## config.mk

```make
export PLATFORM = sky130hd
export DESIGN_NAME = rcbr_cell
export DESIGN_NICKNAME = d
export VERILOG_FILES = /design/src/hw/rtl/rcbr_pkg.sv /design/src/hw/rtl/rcbr_cell.sv
export SDC_FILE = /design/constraint.sdc
export NUM_CORES = 1
export LEC_CHECK = 0
export CORE_MARGIN = 5
export CORE_UTILIZATION = 55
export CTS_CLUSTER_SIZE = 8
export DETAILED_ROUTE_END_ITERATION = 16
export DONT_BUFFER_PORTS = 1
export GPL_ROUTABILITY_DRIVEN = 0
export GPL_TIMING_DRIVEN = 0
export PLACE_DENSITY_LB_ADDON = 0.2
export SYNTH_ARGS = -nofsm -noshare
export SYNTH_HDL_FRONTEND = slang
export SYNTH_SLANG_ARGS = --single-unit
```

## constraint.sdc

```tcl
create_clock -name clk_i -period 5.2 [get_ports clk_i]
set_input_delay 0.78 -clock clk_i [delete_from_list [all_inputs] [get_ports clk_i]]
set_output_delay 0.78 -clock clk_i [all_outputs]
set_load 0.01 [all_outputs]
```

## src/hw/rtl/rcbr_pkg.sv

```systemverilog
// ----------------------------------------------------------------------------
// rcbr_pkg
// shared widths, limits and the control bundle of the rod-cutting cell chain
// ----------------------------------------------------------------------------
package rcbr_pkg;

  // longest rod handled; the chain has one cell per length
  localparam int unsigned MaxLen  = 64;
  // length counter must also hold MaxLen + 1 (overflow marker)
  localparam int unsigned LenW    = $clog2(MaxLen + 2);
  localparam int unsigned PriceW  = 16;
  localparam int unsigned RevW    = 22;
  localparam int unsigned RodW    = 7;

  localparam logic [RevW-1:0] RevMax = {RevW{1'b1}};

  // broadcast from the control to every cell
  typedef struct packed {
    logic              load;   // shift revenues, write the new price
    logic [LenW-1:0]   len;    // length being solved
    logic [PriceW-1:0] price;  // price for that length
  } ctrl_t;

endpackage

```

## src/hw/rtl/rcbr_cell.sv

```systemverilog
// ----------------------------------------------------------------------------
// rcbr_cell
// one cell: holds p[i] and r[len-i], folds its candidate into a passing max
// ----------------------------------------------------------------------------
module rcbr_cell (
  input  logic                         clk_i,
  input  logic                         rst_ni,
  input  logic [rcbr_pkg::LenW-1:0]    cell_idx_i,
  input  rcbr_pkg::ctrl_t              ctrl_i,
  input  logic [rcbr_pkg::RevW-1:0]    rev_i,
  output logic [rcbr_pkg::RevW-1:0]    rev_o,
  input  logic                         tok_i,
  input  logic [rcbr_pkg::RevW-1:0]    acc_i,
  output logic                         tok_o,
  output logic [rcbr_pkg::RevW-1:0]    acc_o
);

  logic [rcbr_pkg::PriceW-1:0] price_q;
  logic [rcbr_pkg::RevW-1:0]   rev_q;
  logic                        tok_q;
  logic [rcbr_pkg::RevW-1:0]   acc_q, acc_d;
  logic [rcbr_pkg::RevW:0]     sum;
  logic [rcbr_pkg::RevW-1:0]   cand;

  // candidate p[i] + r[len-i], saturated to the revenue width
  assign sum  = (rcbr_pkg::RevW+1)'(price_q) + (rcbr_pkg::RevW+1)'(rev_q);
  assign cand = sum[rcbr_pkg::RevW] ? rcbr_pkg::RevMax : sum[rcbr_pkg::RevW-1:0];

  always_comb begin
    acc_d = acc_i;
    if ((cell_idx_i <= ctrl_i.len) && (cand > acc_i)) begin
      acc_d = cand;
    end
  end

  always_ff @(posedge clk_i) begin
    if (ctrl_i.load) begin
      rev_q <= rev_i;
      if (cell_idx_i == ctrl_i.len) begin
        price_q <= ctrl_i.price;
      end
    end
    acc_q <= acc_d;
  end

  always_ff @(posedge clk_i or negedge rst_ni) begin
    if (!rst_ni) begin
      tok_q <= 1'b0;
    end else begin
      tok_q <= tok_i;
    end
  end

  assign rev_o = rev_q;
  assign tok_o = tok_q;
  assign acc_o = acc_q;

endmodule

```

==> impl_metrics.xml, run 1 <==
<?xml version="1.0" encoding="UTF-8"?>
<metrics>
  <group name="grt">
    <metric name="grt.overflow.total" unit="">0</metric>
    <metric name="groute.usage.overall" unit="%">20.40</metric>
    <metric name="grt_pass1_vias" unit="">3116</metric>
    <metric name="antenna_found_initial" unit="">0</metric>
    <metric name="wire_length_of_the_first_global_routing_pass" unit="um">14180</metric>
    <metric name="pin_count_of_the_biggest_net_entering_global_routing" unit="">24</metric>
  </group>
  <group name="drt">
    <metric name="antenna_left" unit="">0</metric>
    <metric name="wl_per_cell" unit="um">17.42</metric>
    <metric name="drt-pass1-iter-count" unit="">4</metric>
    <metric name="drt_iter0_drc" unit="">180</metric>
    <metric name="drc" unit="">0</metric>
    <metric name="routed-via-count" unit="">3087</metric>
    <metric name="drt-vias-per-instance" unit="">6.029</metric>
    <metric name="postRouteWirelength" unit="um">8917</metric>
  </group>
  <group name="clocking">
    <metric name="worst_setup_hold_path_clk_slew" unit="ns">0.07</metric>
    <metric name="cts_tree" unit="">built</metric>
    <metric name="clk-insertion-delay-late" unit="ns">0.34</metric>
    <metric name="clock_path_buffers" unit="">2</metric>
    <metric name="cts_buffers" unit="">9</metric>
    <metric name="clock_tree.root_cell" unit="">sky130_fd_sc_hd__clkbuf_8</metric>
    <metric name="clkSinkCount" unit="">61</metric>
    <metric name="clock_tree.htree_level_count" unit="">3</metric>
    <metric name="ctsHoldBuffers" unit="">0</metric>
  </group>
  <group name="finish">
    <metric name="finalNonFillerCells" unit="">512</metric>
    <metric name="num_antenna_cells" unit="">0</metric>
    <metric name="layout-drive-gt1-share" unit="%">10.41</metric>
    <metric name="layout_commonest_cell" unit="">sky130_fd_sc_hd__ha_1</metric>
    <metric name="layout-area-overhead-vs-synth" unit="%">8.738</metric>
    <metric name="commonest_cells_after_routing_fill_and_taps_aside" unit="">sky130_fd_sc_hd__ha_1 (45), sky130_fd_sc_hd__edfxtp_1 (38), sky130_fd_sc_hd__inv_1 (34)</metric>
    <metric name="final_nets" unit="">532</metric>
  </group>
  <group name="sta">
    <metric name="timing_worst_slew_pin_value" unit="ns">0.8019</metric>
    <metric name="finalClockSkew" unit="ns">0.007471</metric>
    <metric name="number_of_failing_setup_endpoints_in_the_final_timing_report" unit="">0</metric>
    <metric name="grt_setup_unrepaired" unit="">no</metric>
    <metric name="hold_viol" unit="">0</metric>
    <metric name="totalNegativeSetupSlack" unit="ns">0</metric>
    <metric name="timing.max_slew.rel_slack" unit="%">46.48</metric>
    <metric name="period_utilization" unit="%">94.94</metric>
    <metric name="achievable-frequency" unit="MHz">202.5</metric>
    <metric name="final-max-slew-violation-count" unit="">0</metric>
    <metric name="post-route-worst-setup-slack" unit="ns">0.2629</metric>
    <metric name="post-route-min-period" unit="ns">4.937</metric>
  </group>
  <group name="die">
    <metric name="die_height" unit="um">95.23</metric>
    <metric name="die_area" unit="um^2">9068</metric>
    <metric name="die_width" unit="um">95.23</metric>
    <metric name="design.core.area" unit="um^2">7176</metric>
    <metric name="io_pins" unit="">123</metric>
    <metric name="floorplan.initialDensity" unit="%">55.68</metric>
    <metric name="rows" unit="">31</metric>
  </group>
  <group name="placement">
    <metric name="number_of_cells_after_detailed_placement" unit="">496</metric>
    <metric name="dp.final_hpwl" unit="um">7182</metric>
    <metric name="place_worst_setup_slack" unit="ns">0.3124</metric>
    <metric name="placement.io_buffers" unit="">0</metric>
  </group>
  <group name="critical_path">
    <metric name="cp_max_fanout" unit="">10</metric>
    <metric name="crit_arrival" unit="ns">5.17</metric>
    <metric name="setup.worst_path.start_class" unit="">flip-flop</metric>
    <metric name="criticalPathCategory" unit="">reg2reg</metric>
    <metric name="critPathBufInv" unit="">3</metric>
    <metric name="critical_path_s_top_delay_family" unit="">compound AO/OA/AOI/OAI gates</metric>
    <metric name="worst_path_most_repeated_cell" unit="">sky130_fd_sc_hd__ha_1</metric>
    <metric name="cp_data_required_time" unit="ns">5.43</metric>
    <metric name="cpMaxStageDelayCell" unit="">sky130_fd_sc_hd__edfxtp_1</metric>
    <metric name="setup.reg_to_reg.worst_slack" unit="ns">0.26</metric>
    <metric name="r2r_start" unit="">rev_o[0]</metric>
    <metric name="critical_path.max_stage_delay" unit="ns">0.45</metric>
    <metric name="cp_cell_instances" unit="">ha_1, fa_1, a21oi_1, o211a_1, nor4_1, nor3_2, and2_1, clkbuf_1, nand2_1, ha_1, and3_1, a221o_1, a221oi_2, o211ai_2, and2_4, buf_6, buf_12, mux2_4</metric>
    <metric name="cell_count_of_the_worst_reg_to_reg_path" unit="">18</metric>
    <metric name="endpoint_kind" unit="">flip-flop</metric>
    <metric name="timing.rr.end" unit="">acc_o[14]</metric>
  </group>
  <group name="synthesis">
    <metric name="postSynthRegisterBits" unit="">61</metric>
    <metric name="synth_enable_flop_cells" unit="">38</metric>
    <metric name="yosysTopAreaCellShare" unit="%">28.56</metric>
    <metric name="synthFlopType" unit="">sky130_fd_sc_hd__edfxtp_1</metric>
    <metric name="synthTopCellsByArea" unit="">sky130_fd_sc_hd__edfxtp_1 (29%), sky130_fd_sc_hd__ha_1 (14%), sky130_fd_sc_hd__dfxtp_1 (11%)</metric>
    <metric name="synth_top_area_cell" unit="">sky130_fd_sc_hd__edfxtp_1</metric>
    <metric name="postSynthAreaPerCell" unit="um^2">10.06</metric>
    <metric name="synth_async_sr_flop_share" unit="%">1.639</metric>
    <metric name="post_synth_num_cell_types" unit="">59</metric>
    <metric name="synth.yosys.seq_area_share" unit="%">40.21</metric>
    <metric name="syn_nets" unit="">521</metric>
    <metric name="yosysWarnings" unit="">0</metric>
    <metric name="netlist_area_before_placement" unit="um^2">3995</metric>
    <metric name="post_synthesis_instance_total" unit="">397</metric>
  </group>
  <group name="run">
    <metric name="drv_cap" unit="">0</metric>
  </group>
  <group name="power_and_ir_drop">
    <metric name="powerDensity" unit="nW/um^2">324.2</metric>
    <metric name="totalPowerFinal" unit="mW">1.408</metric>
    <metric name="irDropWorstVdd" unit="mV">0.1883</metric>
    <metric name="p_leak" unit="nW">1.832</metric>
  </group>
  <group name="hold_path">
    <metric name="hold_class" unit="">in2async</metric>
  </group>
  <group name="outcome">
    <metric name="status" unit="">finished, final reports clean</metric>
  </group>
</metrics>
==> cells by family (layout without fill, tap and decap cells) <==
kind of cell	after synthesis	count (layout)	share of synthesized area [%]
AO/OA/AOI/OAI	90	90	15.03
XOR/XNOR	13	13	2.850
adder cells (fa/ha/maj)	46	46	14.59
buffers and inverters	46	62	4.948
flip-flops	61	61	40.21
multiplexers	19	19	5.888
AND/OR/NAND/NOR	122	122	16.47
==> worst max path at each step <==
stage,from,to,slack [ns],cells after the start
final,rev_o[0],acc_o[14],0.26,18
after global routing,rev_o[9],acc_o[11],0.02,17
after CTS,rev_o[9],acc_o[14],0.26,17
after detailed placement,rev_o[0],acc_o[9],0.31,18
after global placement,rev_o[0],acc_o[14],0.33,18
after floorplan,rev_o[0],acc_o[10],0.86,18
==> timing repair <==
action,in CTS,in global routing
setup endpoints to repair,0,7
resized for setup,0,1
buffers inserted,0,0
==> where the power goes <==
group / leakage [nW] / internal (mW) / switching, mW
Clock: 0.110 / 0.282 / 0.193
Combinational: 1.17 / 0.145 / 0.172
Sequential: 0.556 / 0.566 / 0.0498
Total: 1.83 / 0.993 / 0.415
==> state kept, by name, indices dropped and copies added (netlist names) <==
register	cells
tok_o	1
price_q	16
rev_o	22
acc_o	22
==> metal layers <==
metal	track usage, %	part of all wire, %	up-vias	wire [um]
li1	-	-	1516	-
met1	24.89	42	1432	3736
met2	32.77	47	123	4175
met3	6.946	8.8	16	789
met4	8.654	2.4	0	215
met5	0	0	-	0
==> layout make-up <==
type	instances	area, um^2
plain buffers	12	70.07
fillers	617	2831
inverters	34	127.6
multi-input cells	290	2193
flip-flops and latches	61	1607
well taps	99	123.9
clock buffers	10	137.6
clock inverters	6	85.08
==> cells in the mapped netlist, drive strengths merged, types with 10 or more instances <==
library cell,count
ha,45
edfxtp,38
inv,34
nand2,32
a21oi,27
nand3,23
dfxtp,22
mux2,15
o21ai,15
nor2,14
and4,11
nor3,10
==> metrics by stage <==
stage | instance area, um^2 | hold slack (ns) | utilization, %
floorplan | 3995 | 0.4844 | -
global placement | 4119 | 0.4844 | 57.40
detailed placement | 4119 | 0.4845 | 57.40
CTS | 4342 | 0.1089 | 60.51
global route | 4344 | 0.09576 | 60.54
finish | 4344 | 0.1233 | 60.54
Power figures use the tool's default switching activity.
==> run 2: changes to the inputs <==
==> constraint.sdc (replaced) <==
create_clock -name clk_i -period 5.2 [get_ports clk_i]
set_input_delay 0.26 -clock clk_i [delete_from_list [all_inputs] [get_ports clk_i]]
set_output_delay 0.26 -clock clk_i [all_outputs]
set_load 0.01 [all_outputs]
==> impl_metrics.xml, run 2 (synthesis results as in run 1) <==
<?xml version="1.0" encoding="UTF-8"?>
<metrics>
  <group name="clocking">
    <metric name="clock_path_buffers" unit="">2</metric>
    <metric name="clkSinkCount" unit="">61</metric>
    <metric name="cts_tree" unit="">built</metric>
    <metric name="cts_buffers" unit="">9</metric>
    <metric name="clk-insertion-delay-late" unit="ns">0.34</metric>
    <metric name="clock_tree.root_cell" unit="">sky130_fd_sc_hd__clkbuf_8</metric>
    <metric name="clock_tree.htree_level_count" unit="">3</metric>
    <metric name="worst_setup_hold_path_clk_slew" unit="ns">0.07</metric>
  </group>
  <group name="power_and_ir_drop">
    <metric name="share_clk_of_total_power" unit="%">33.1</metric>
    <metric name="powerDensity" unit="nW/um^2">301.2</metric>
    <metric name="netSwitchingPower" unit="uW">421.4</metric>
    <metric name="cell_internal_pwr" unit="mW">1.014</metric>
    <metric name="sw_share" unit="%">29.36</metric>
    <metric name="irDropWorstVdd" unit="mV">0.2023</metric>
    <metric name="totalPowerFinal" unit="mW">1.435</metric>
    <metric name="p_leak" unit="nW">2.007</metric>
    <metric name="sequentialPowerShare" unit="%">42.9</metric>
    <metric name="power.share.combinational" unit="%">24.0</metric>
  </group>
  <group name="die">
    <metric name="rows" unit="">31</metric>
    <metric name="die_width" unit="um">95.23</metric>
    <metric name="design.core.area" unit="um^2">7176</metric>
    <metric name="io_pins" unit="">123</metric>
    <metric name="die_height" unit="um">95.23</metric>
    <metric name="floorplan.initialDensity" unit="%">55.68</metric>
    <metric name="die_area" unit="um^2">9068</metric>
  </group>
  <group name="outcome">
    <metric name="status" unit="">finished, final reports clean</metric>
  </group>
  <group name="sta">
    <metric name="timing_worst_slew_pin_value" unit="ns">0.8539</metric>
    <metric name="number_of_failing_setup_endpoints_in_the_final_timing_report" unit="">0</metric>
    <metric name="totalNegativeSetupSlack" unit="ns">0</metric>
    <metric name="grt_setup_unrepaired" unit="">no</metric>
    <metric name="hold_viol" unit="">0</metric>
    <metric name="achievable-frequency" unit="MHz">204.0</metric>
    <metric name="post-route-min-period" unit="ns">4.903</metric>
    <metric name="hold_ws" unit="ns">0.02718</metric>
    <metric name="timing.max_slew.rel_slack" unit="%">43.01</metric>
    <metric name="finalClockSkew" unit="ns">0.007087</metric>
    <metric name="period_utilization" unit="%">94.29</metric>
    <metric name="final-max-slew-violation-count" unit="">0</metric>
  </group>
  <group name="drt">
    <metric name="routed-via-count" unit="">3237</metric>
    <metric name="postRouteWirelength" unit="um">9418</metric>
    <metric name="antenna_left" unit="">0</metric>
    <metric name="drc" unit="">0</metric>
    <metric name="wl_per_cell" unit="um">17.00</metric>
    <metric name="drt-pass1-iter-count" unit="">4</metric>
    <metric name="drt-vias-per-instance" unit="">5.843</metric>
    <metric name="drt_iter0_drc" unit="">203</metric>
  </group>
  <group name="grt">
    <metric name="antenna_found_initial" unit="">0</metric>
    <metric name="pin_count_of_the_biggest_net_entering_global_routing" unit="">24</metric>
    <metric name="wire_length_of_the_first_global_routing_pass" unit="um">14830</metric>
    <metric name="groute.usage.overall" unit="%">21.30</metric>
    <metric name="grt_pass1_vias" unit="">3266</metric>
    <metric name="grt.overflow.total" unit="">0</metric>
  </group>
  <group name="finish">
    <metric name="commonest_cells_after_routing_fill_and_taps_aside" unit="">sky130_fd_sc_hd__ha_1 (45), sky130_fd_sc_hd__dlygate4sd3_1 (42), sky130_fd_sc_hd__edfxtp_1 (38)</metric>
    <metric name="layout_commonest_cell" unit="">sky130_fd_sc_hd__ha_1</metric>
    <metric name="num_antenna_cells" unit="">0</metric>
    <metric name="final_nets" unit="">574</metric>
    <metric name="layout-area-overhead-vs-synth" unit="%">19.26</metric>
    <metric name="finish.instance_area" unit="um^2">4765</metric>
    <metric name="layout-drive-gt1-share" unit="%">9.451</metric>
  </group>
  <group name="critical_path">
    <metric name="critical_path_s_top_delay_family" unit="">compound AO/OA/AOI/OAI gates</metric>
    <metric name="critPathBufInv" unit="">3</metric>
    <metric name="cp_cell_instances" unit="">ha_1, fa_1, a21oi_1, o211a_1, nor4_1, nor3_2, and2_1, clkbuf_1, nand2_1, ha_1, and3_1, a221o_1, a221oi_2, o211ai_2, and2_4, buf_6, buf_12, mux2_4</metric>
    <metric name="cp_max_fanout" unit="">10</metric>
    <metric name="worst_path_most_repeated_cell" unit="">sky130_fd_sc_hd__ha_1</metric>
    <metric name="criticalPathCategory" unit="">reg2reg</metric>
    <metric name="cp_data_required_time" unit="ns">5.43</metric>
    <metric name="crit_arrival" unit="ns">5.13</metric>
    <metric name="endpoint_kind" unit="">flip-flop</metric>
    <metric name="setup.worst_path.start_class" unit="">flip-flop</metric>
    <metric name="critical_path.max_stage_delay" unit="ns">0.45</metric>
    <metric name="cpMaxStageDelayCell" unit="">sky130_fd_sc_hd__edfxtp_1</metric>
  </group>
  <group name="placement">
    <metric name="placement.io_buffers" unit="">0</metric>
    <metric name="dp.final_hpwl" unit="um">7182</metric>
    <metric name="dpl-instance-area" unit="um^2">4119</metric>
  </group>
  <group name="run">
    <metric name="drv_cap" unit="">0</metric>
  </group>
  <group name="hold_path">
    <metric name="hold_class" unit="">in2reg</metric>
  </group>
</metrics>
-- run 2: changes by cell type in the layout (fill, tap and decap cells not counted) --
cell	delta
sky130_fd_sc_hd__dlygate4sd3_1	+42
-- run 2: final cells by class --
class | instances | area [um^2]
well taps | 99 | 123.9
plain buffers | 12 | 70.07
inverters | 34 | 127.6
flip-flops and latches | 61 | 1607
clock inverters | 6 | 85.08
fillers | 589 | 2411
repair buffers | 42 | 420.4
multi-input cells | 290 | 2193
clock buffers | 10 | 137.6
-- run 2: worst reg2reg max path, cell delays in order (launching register included) --
cell and delay [ns]:
sky130_fd_sc_hd__edfxtp_1 0.45, sky130_fd_sc_hd__ha_1 0.28, sky130_fd_sc_hd__fa_1 0.43, sky130_fd_sc_hd__a21oi_1 0.18, sky130_fd_sc_hd__o211a_1 0.29, sky130_fd_sc_hd__nor4_1 0.10, sky130_fd_sc_hd__nor3_2 0.33, sky130_fd_sc_hd__and2_1 0.18
sky130_fd_sc_hd__clkbuf_1 0.27, sky130_fd_sc_hd__nand2_1 0.10, sky130_fd_sc_hd__ha_1 0.32, sky130_fd_sc_hd__and3_1 0.19, sky130_fd_sc_hd__a221o_1 0.36, sky130_fd_sc_hd__a221oi_2 0.33, sky130_fd_sc_hd__o211ai_2 0.20, sky130_fd_sc_hd__and2_4 0.20
sky130_fd_sc_hd__buf_6 0.14, sky130_fd_sc_hd__buf_12 0.15, sky130_fd_sc_hd__mux2_4 0.29
-- run 2: layer usage --
metal | global-route usage [%] | wire length, um | vias to the layer above
met5 | 0 | 0 | -
met4 | 9.135 | 216 | 0
met3 | 6.472 | 712 | 16
met2 | 35.92 | 4530 | 112
met1 | 24.99 | 3958 | 1510
li1 | - | - | 1599
-- run 2: stage by stage --
step                      std cells  utilization, %  setup WS (ns)
after floorplan                 397               -         0.8640
after detailed placement        496           57.40         0.3124
after CTS                       552           66.09         0.2645
final                           554           66.40         0.2972
after global placement          496           57.40         0.3343
after global routing            554           66.40        0.01949
-- run 2: final timing paths --
kind / end / cells after the start / from / slack (ns)
worst max-delay path: acc_o[14] / 18 / rev_o[0] / 0.30
worst min-delay path: rev_o[6] / 0 / ctrl_i[23] / 0.03
worst max register to register: acc_o[14] / 18 / rev_o[0] / 0.30
worst min register to register: acc_o[0] / 3 / price_q[0] / 0.75
max in group asynchronous: tok_o / 1 / rst_ni / 4.97
min in group asynchronous: tok_o / 1 / rst_ni / 0.12
-- run 2: what timing repair did --
action / 4_1_cts / 5_1_grt
setup buffers: 0 / 0
endpoints found under the setup margin: 0 / 7
hold buffers: 40 / 2
endpoints found under the hold margin: 40 / 5
gates resized for setup: 0 / 1
-- run 2: power by group through the flow --
stage	Sequential [mW]	Combinational, mW	Clock, mW
after CTS	0.618	0.339	0.483
after floorplan	0.618	0.250	0
after global routing	0.622	0.383	0.513
final	0.616	0.344	0.476
after global placement	0.627	0.303	0
after detailed placement	0.629	0.313	0
==> run 3: changes to the inputs <==
--- a/config.mk
+++ b/config.mk
@@ -5,6 +5,7 @@
 export SDC_FILE = /design/constraint.sdc
 export NUM_CORES = 1
 export LEC_CHECK = 0
+export ABC_AREA = 1
 export CORE_MARGIN = 5
 export CORE_UTILIZATION = 55
 export CTS_CLUSTER_SIZE = 8
==> impl_metrics.xml, run 3 <==
<?xml version="1.0" encoding="UTF-8"?>
<metrics>
  <group name="drt">
    <metric name="antenna_left" unit="">0</metric>
    <metric name="drt_iter0_drc" unit="">152</metric>
    <metric name="wl_per_cell" unit="um">13.10</metric>
    <metric name="routed-via-count" unit="">3461</metric>
    <metric name="drc" unit="">0</metric>
    <metric name="drt-pass1-iter-count" unit="">5</metric>
    <metric name="postRouteWirelength" unit="um">9130</metric>
    <metric name="drt-vias-per-instance" unit="">4.966</metric>
  </group>
  <group name="sta">
    <metric name="hold_ws" unit="ns">0.02316</metric>
    <metric name="achievable-frequency" unit="MHz">263.4</metric>
    <metric name="final-max-slew-violation-count" unit="">0</metric>
    <metric name="post-route-min-period" unit="ns">3.797</metric>
    <metric name="timing.max_slew.rel_slack" unit="%">16.09</metric>
    <metric name="totalNegativeSetupSlack" unit="ns">0</metric>
    <metric name="timing_worst_slew_pin_value" unit="ns">1.254</metric>
    <metric name="hold_viol" unit="">0</metric>
    <metric name="finalClockSkew" unit="ns">0.009071</metric>
    <metric name="post-route-worst-setup-slack" unit="ns">1.403</metric>
    <metric name="grt_setup_unrepaired" unit="">no</metric>
    <metric name="period_utilization" unit="%">73.02</metric>
    <metric name="number_of_failing_setup_endpoints_in_the_final_timing_report" unit="">0</metric>
  </group>
  <group name="synthesis">
    <metric name="synthTopCellsByArea" unit="">sky130_fd_sc_hd__edfxtp_1 (27%), sky130_fd_sc_hd__nand2_1 (17%), sky130_fd_sc_hd__ha_1 (13%)</metric>
    <metric name="postSynthAreaPerCell" unit="um^2">7.649</metric>
    <metric name="postSynthRegisterBits" unit="">61</metric>
    <metric name="synth_async_sr_flop_share" unit="%">1.639</metric>
    <metric name="synth.yosys.seq_area_share" unit="%">37.84</metric>
    <metric name="synth_top_area_cell" unit="">sky130_fd_sc_hd__edfxtp_1</metric>
    <metric name="post_synth_num_cell_types" unit="">34</metric>
    <metric name="syn_nets" unit="">679</metric>
    <metric name="synthFlopType" unit="">sky130_fd_sc_hd__edfxtp_1</metric>
    <metric name="synth_enable_flop_cells" unit="">38</metric>
    <metric name="yosys.cell_count.top_type" unit="">sky130_fd_sc_hd__nand2_1</metric>
    <metric name="yosysWarnings" unit="">0</metric>
    <metric name="post_synthesis_instance_total" unit="">555</metric>
    <metric name="netlist_area_before_placement" unit="um^2">4245</metric>
    <metric name="synth_common_cells" unit="">sky130_fd_sc_hd__nand2_1 (193), sky130_fd_sc_hd__inv_1 (100), sky130_fd_sc_hd__ha_1 (45)</metric>
    <metric name="yosysTopAreaCellShare" unit="%">26.88</metric>
  </group>
  <group name="finish">
    <metric name="postLayoutCoreUtil" unit="%">63.31</metric>
    <metric name="layout-area-overhead-vs-synth" unit="%">13.44</metric>
    <metric name="layout_commonest_cell" unit="">sky130_fd_sc_hd__nand2_1</metric>
    <metric name="num-fill-cells" unit="">687</metric>
    <metric name="commonest_cells_after_routing_fill_and_taps_aside" unit="">sky130_fd_sc_hd__nand2_1 (193), sky130_fd_sc_hd__inv_1 (100), sky130_fd_sc_hd__ha_1 (45)</metric>
    <metric name="finalNonFillerCells" unit="">697</metric>
    <metric name="finish.instance_area" unit="um^2">4816</metric>
    <metric name="final_nets" unit="">714</metric>
    <metric name="num_antenna_cells" unit="">0</metric>
    <metric name="layout-drive-gt1-share" unit="%">8.235</metric>
  </group>
  <group name="power_and_ir_drop">
    <metric name="power.share.combinational" unit="%">22.7</metric>
    <metric name="powerDensity" unit="nW/um^2">278.8</metric>
    <metric name="totalPowerFinal" unit="mW">1.343</metric>
    <metric name="netSwitchingPower" unit="uW">410.8</metric>
    <metric name="cell_internal_pwr" unit="uW">931.8</metric>
    <metric name="share_clk_of_total_power" unit="%">31.8</metric>
    <metric name="irDropWorstVdd" unit="mV">0.2161</metric>
    <metric name="p_leak" unit="nW">2.544</metric>
    <metric name="sw_share" unit="%">30.60</metric>
    <metric name="sequentialPowerShare" unit="%">45.5</metric>
  </group>
  <group name="clocking">
    <metric name="clkSinkCount" unit="">61</metric>
    <metric name="cts_buffers" unit="">9</metric>
    <metric name="cts_tree" unit="">built</metric>
    <metric name="clk-insertion-delay-late" unit="ns">0.34</metric>
    <metric name="cts.repair.resized" unit="">0</metric>
    <metric name="worst_setup_hold_path_clk_slew" unit="ns">0.07</metric>
    <metric name="clock_tree.root_cell" unit="">sky130_fd_sc_hd__clkbuf_8</metric>
    <metric name="clock_path_buffers" unit="">2</metric>
    <metric name="clock_tree.htree_level_count" unit="">3</metric>
  </group>
  <group name="die">
    <metric name="die_height" unit="um">97.86</metric>
    <metric name="floorplan.initialDensity" unit="%">55.81</metric>
    <metric name="design.core.area" unit="um^2">7607</metric>
    <metric name="die_area" unit="um^2">9576</metric>
    <metric name="die_width" unit="um">97.86</metric>
    <metric name="rows" unit="">32</metric>
    <metric name="io_pins" unit="">123</metric>
  </group>
  <group name="placement">
    <metric name="dpl-instance-area" unit="um^2">4373</metric>
    <metric name="placement.io_buffers" unit="">0</metric>
    <metric name="number_of_cells_after_detailed_placement" unit="">657</metric>
    <metric name="place_worst_setup_slack" unit="ns">1.427</metric>
    <metric name="dp.final_hpwl" unit="um">7374</metric>
  </group>
  <group name="grt">
    <metric name="grt_pass1_vias" unit="">3306</metric>
    <metric name="pin_count_of_the_biggest_net_entering_global_routing" unit="">24</metric>
    <metric name="grt.overflow.total" unit="">0</metric>
    <metric name="groute.usage.overall" unit="%">19.26</metric>
    <metric name="wire_length_of_the_first_global_routing_pass" unit="um">14920</metric>
    <metric name="antenna_found_initial" unit="">0</metric>
  </group>
  <group name="critical_path">
    <metric name="r2r_start" unit="">rev_o[0]</metric>
    <metric name="endpoint_kind" unit="">flip-flop</metric>
    <metric name="setup.worst_path.start_class" unit="">flip-flop</metric>
    <metric name="cp_data_required_time" unit="ns">5.42</metric>
    <metric name="cell_count_of_the_worst_reg_to_reg_path" unit="">24</metric>
    <metric name="cp_max_fanout" unit="">10</metric>
    <metric name="criticalPathCategory" unit="">reg2reg</metric>
    <metric name="critical_path.max_stage_delay" unit="ns">0.45</metric>
    <metric name="cp_cell_instances" unit="">ha_1, fa_1, nand2_1, nand2_1, nand2_4, o21ai_4, nand2_4, inv_4, nor2_8, buf_12, nand3_4, ha_1, nand2_1, nor2_1, nand4_1, nor2_1, nand2_1, nand2_1, inv_1, nand2_4, inv_2, buf_4, nand2_1, nand2_1</metric>
    <metric name="cpMaxStageDelayCell" unit="">sky130_fd_sc_hd__edfxtp_1</metric>
    <metric name="worst_path_most_repeated_cell" unit="">sky130_fd_sc_hd__nand2_1</metric>
    <metric name="critPathLaunch" unit="">rev_o[0]</metric>
    <metric name="crit_arrival" unit="ns">4.02</metric>
  </group>
  <group name="run">
    <metric name="drv_cap" unit="">0</metric>
  </group>
  <group name="hold_path">
    <metric name="hold_class" unit="">in2reg</metric>
    <metric name="holdPathStages" unit="">0</metric>
    <metric name="hold_start" unit="">rev_i[10]</metric>
  </group>
  <group name="outcome">
    <metric name="status" unit="">finished, final reports clean</metric>
  </group>
</metrics>
-- run 3: changes by cell type after synthesis, moves of 7 or more --
cell / delta
sky130_fd_sc_hd__a21oi_1: -11
sky130_fd_sc_hd__and4_1: -10
sky130_fd_sc_hd__clkbuf_1: -9
sky130_fd_sc_hd__inv_1: +66
sky130_fd_sc_hd__mux2_2: -8
sky130_fd_sc_hd__mux2_4: -7
sky130_fd_sc_hd__nand2_1: +161
sky130_fd_sc_hd__nand2_2: +8
sky130_fd_sc_hd__nand3_4: +7
sky130_fd_sc_hd__nor2_1: +29
sky130_fd_sc_hd__o211ai_1: -8
sky130_fd_sc_hd__o21ai_0: -8
-- run 3: per-layer routing --
| metal | track usage (%) | share of wire, % | routed length [um] | vias up |
|---|---|---|---|---|
| li1 | - | - | - | 1807 |
| met1 | 24.12 | 43 | 3943 | 1537 |
| met2 | 32.46 | 48 | 4419 | 109 |
| met3 | 5.571 | 7.3 | 665 | 8 |
| met4 | 5.325 | 1.1 | 101 | 0 |
| met5 | 0 | 0 | 0 | - |
-- run 3: cells by family after synthesis --
group                    synth area share, %
buffers and inverters                  10.20
AO/OA/AOI/OAI                          4.892
flip-flops                             37.84
XOR/XNOR                               1.857
AND/OR/NAND/NOR                        31.48
adder cells (fa/ha/maj)                13.73
-- run 3: final timing paths --
path | to | slack (ns)
worst max-delay path | acc_o[18] | 1.40
worst min-delay path | rev_o[10] | 0.02
worst max register to register | acc_o[18] | 1.40
worst min register to register | acc_o[0] | 0.68
max in group asynchronous | tok_o | 4.97
min in group asynchronous | tok_o | 0.13
-- run 3: area by class of cell --
type	instances	area (um^2)	share of cell area, %
timing repair buffer	24	240.2	4.988
buffer	4	40.04	0.8314
tap	102	127.6	2.650
multi-input combinational	386	2206	45.80
clock buffer	12	155.1	3.222
inverter	104	392.9	8.158
clock inverter	4	47.55	0.9873
sequential	61	1607	33.36
-- run 3: timing repair --
action,4_1_cts,5_1_grt
hold buffers,12,12
buffers inserted,0,0
hold endpoints to repair,12,12
-- run 3: power by group through the flow --
stage	registers [mW]	logic (mW)	clock network, mW
after floorplan	0.614	0.233	0
after global placement	0.622	0.280	0
after detailed placement	0.623	0.289	0
after CTS	0.613	0.299	0.438
after global routing	0.616	0.353	0.466
final	0.610	0.305	0.427
-- run 3: worst max-delay path: cells and delay by family (launching register included) --
family | cells | cell delay [ns]
buffers and inverters | 5 | 0.55
AOI/OAI and AO/OA | 1 | 0.08
adders and majority gates | 3 | 1.03
DFF | 1 | 0.45
and+or+nand+nor | 15 | 1.55
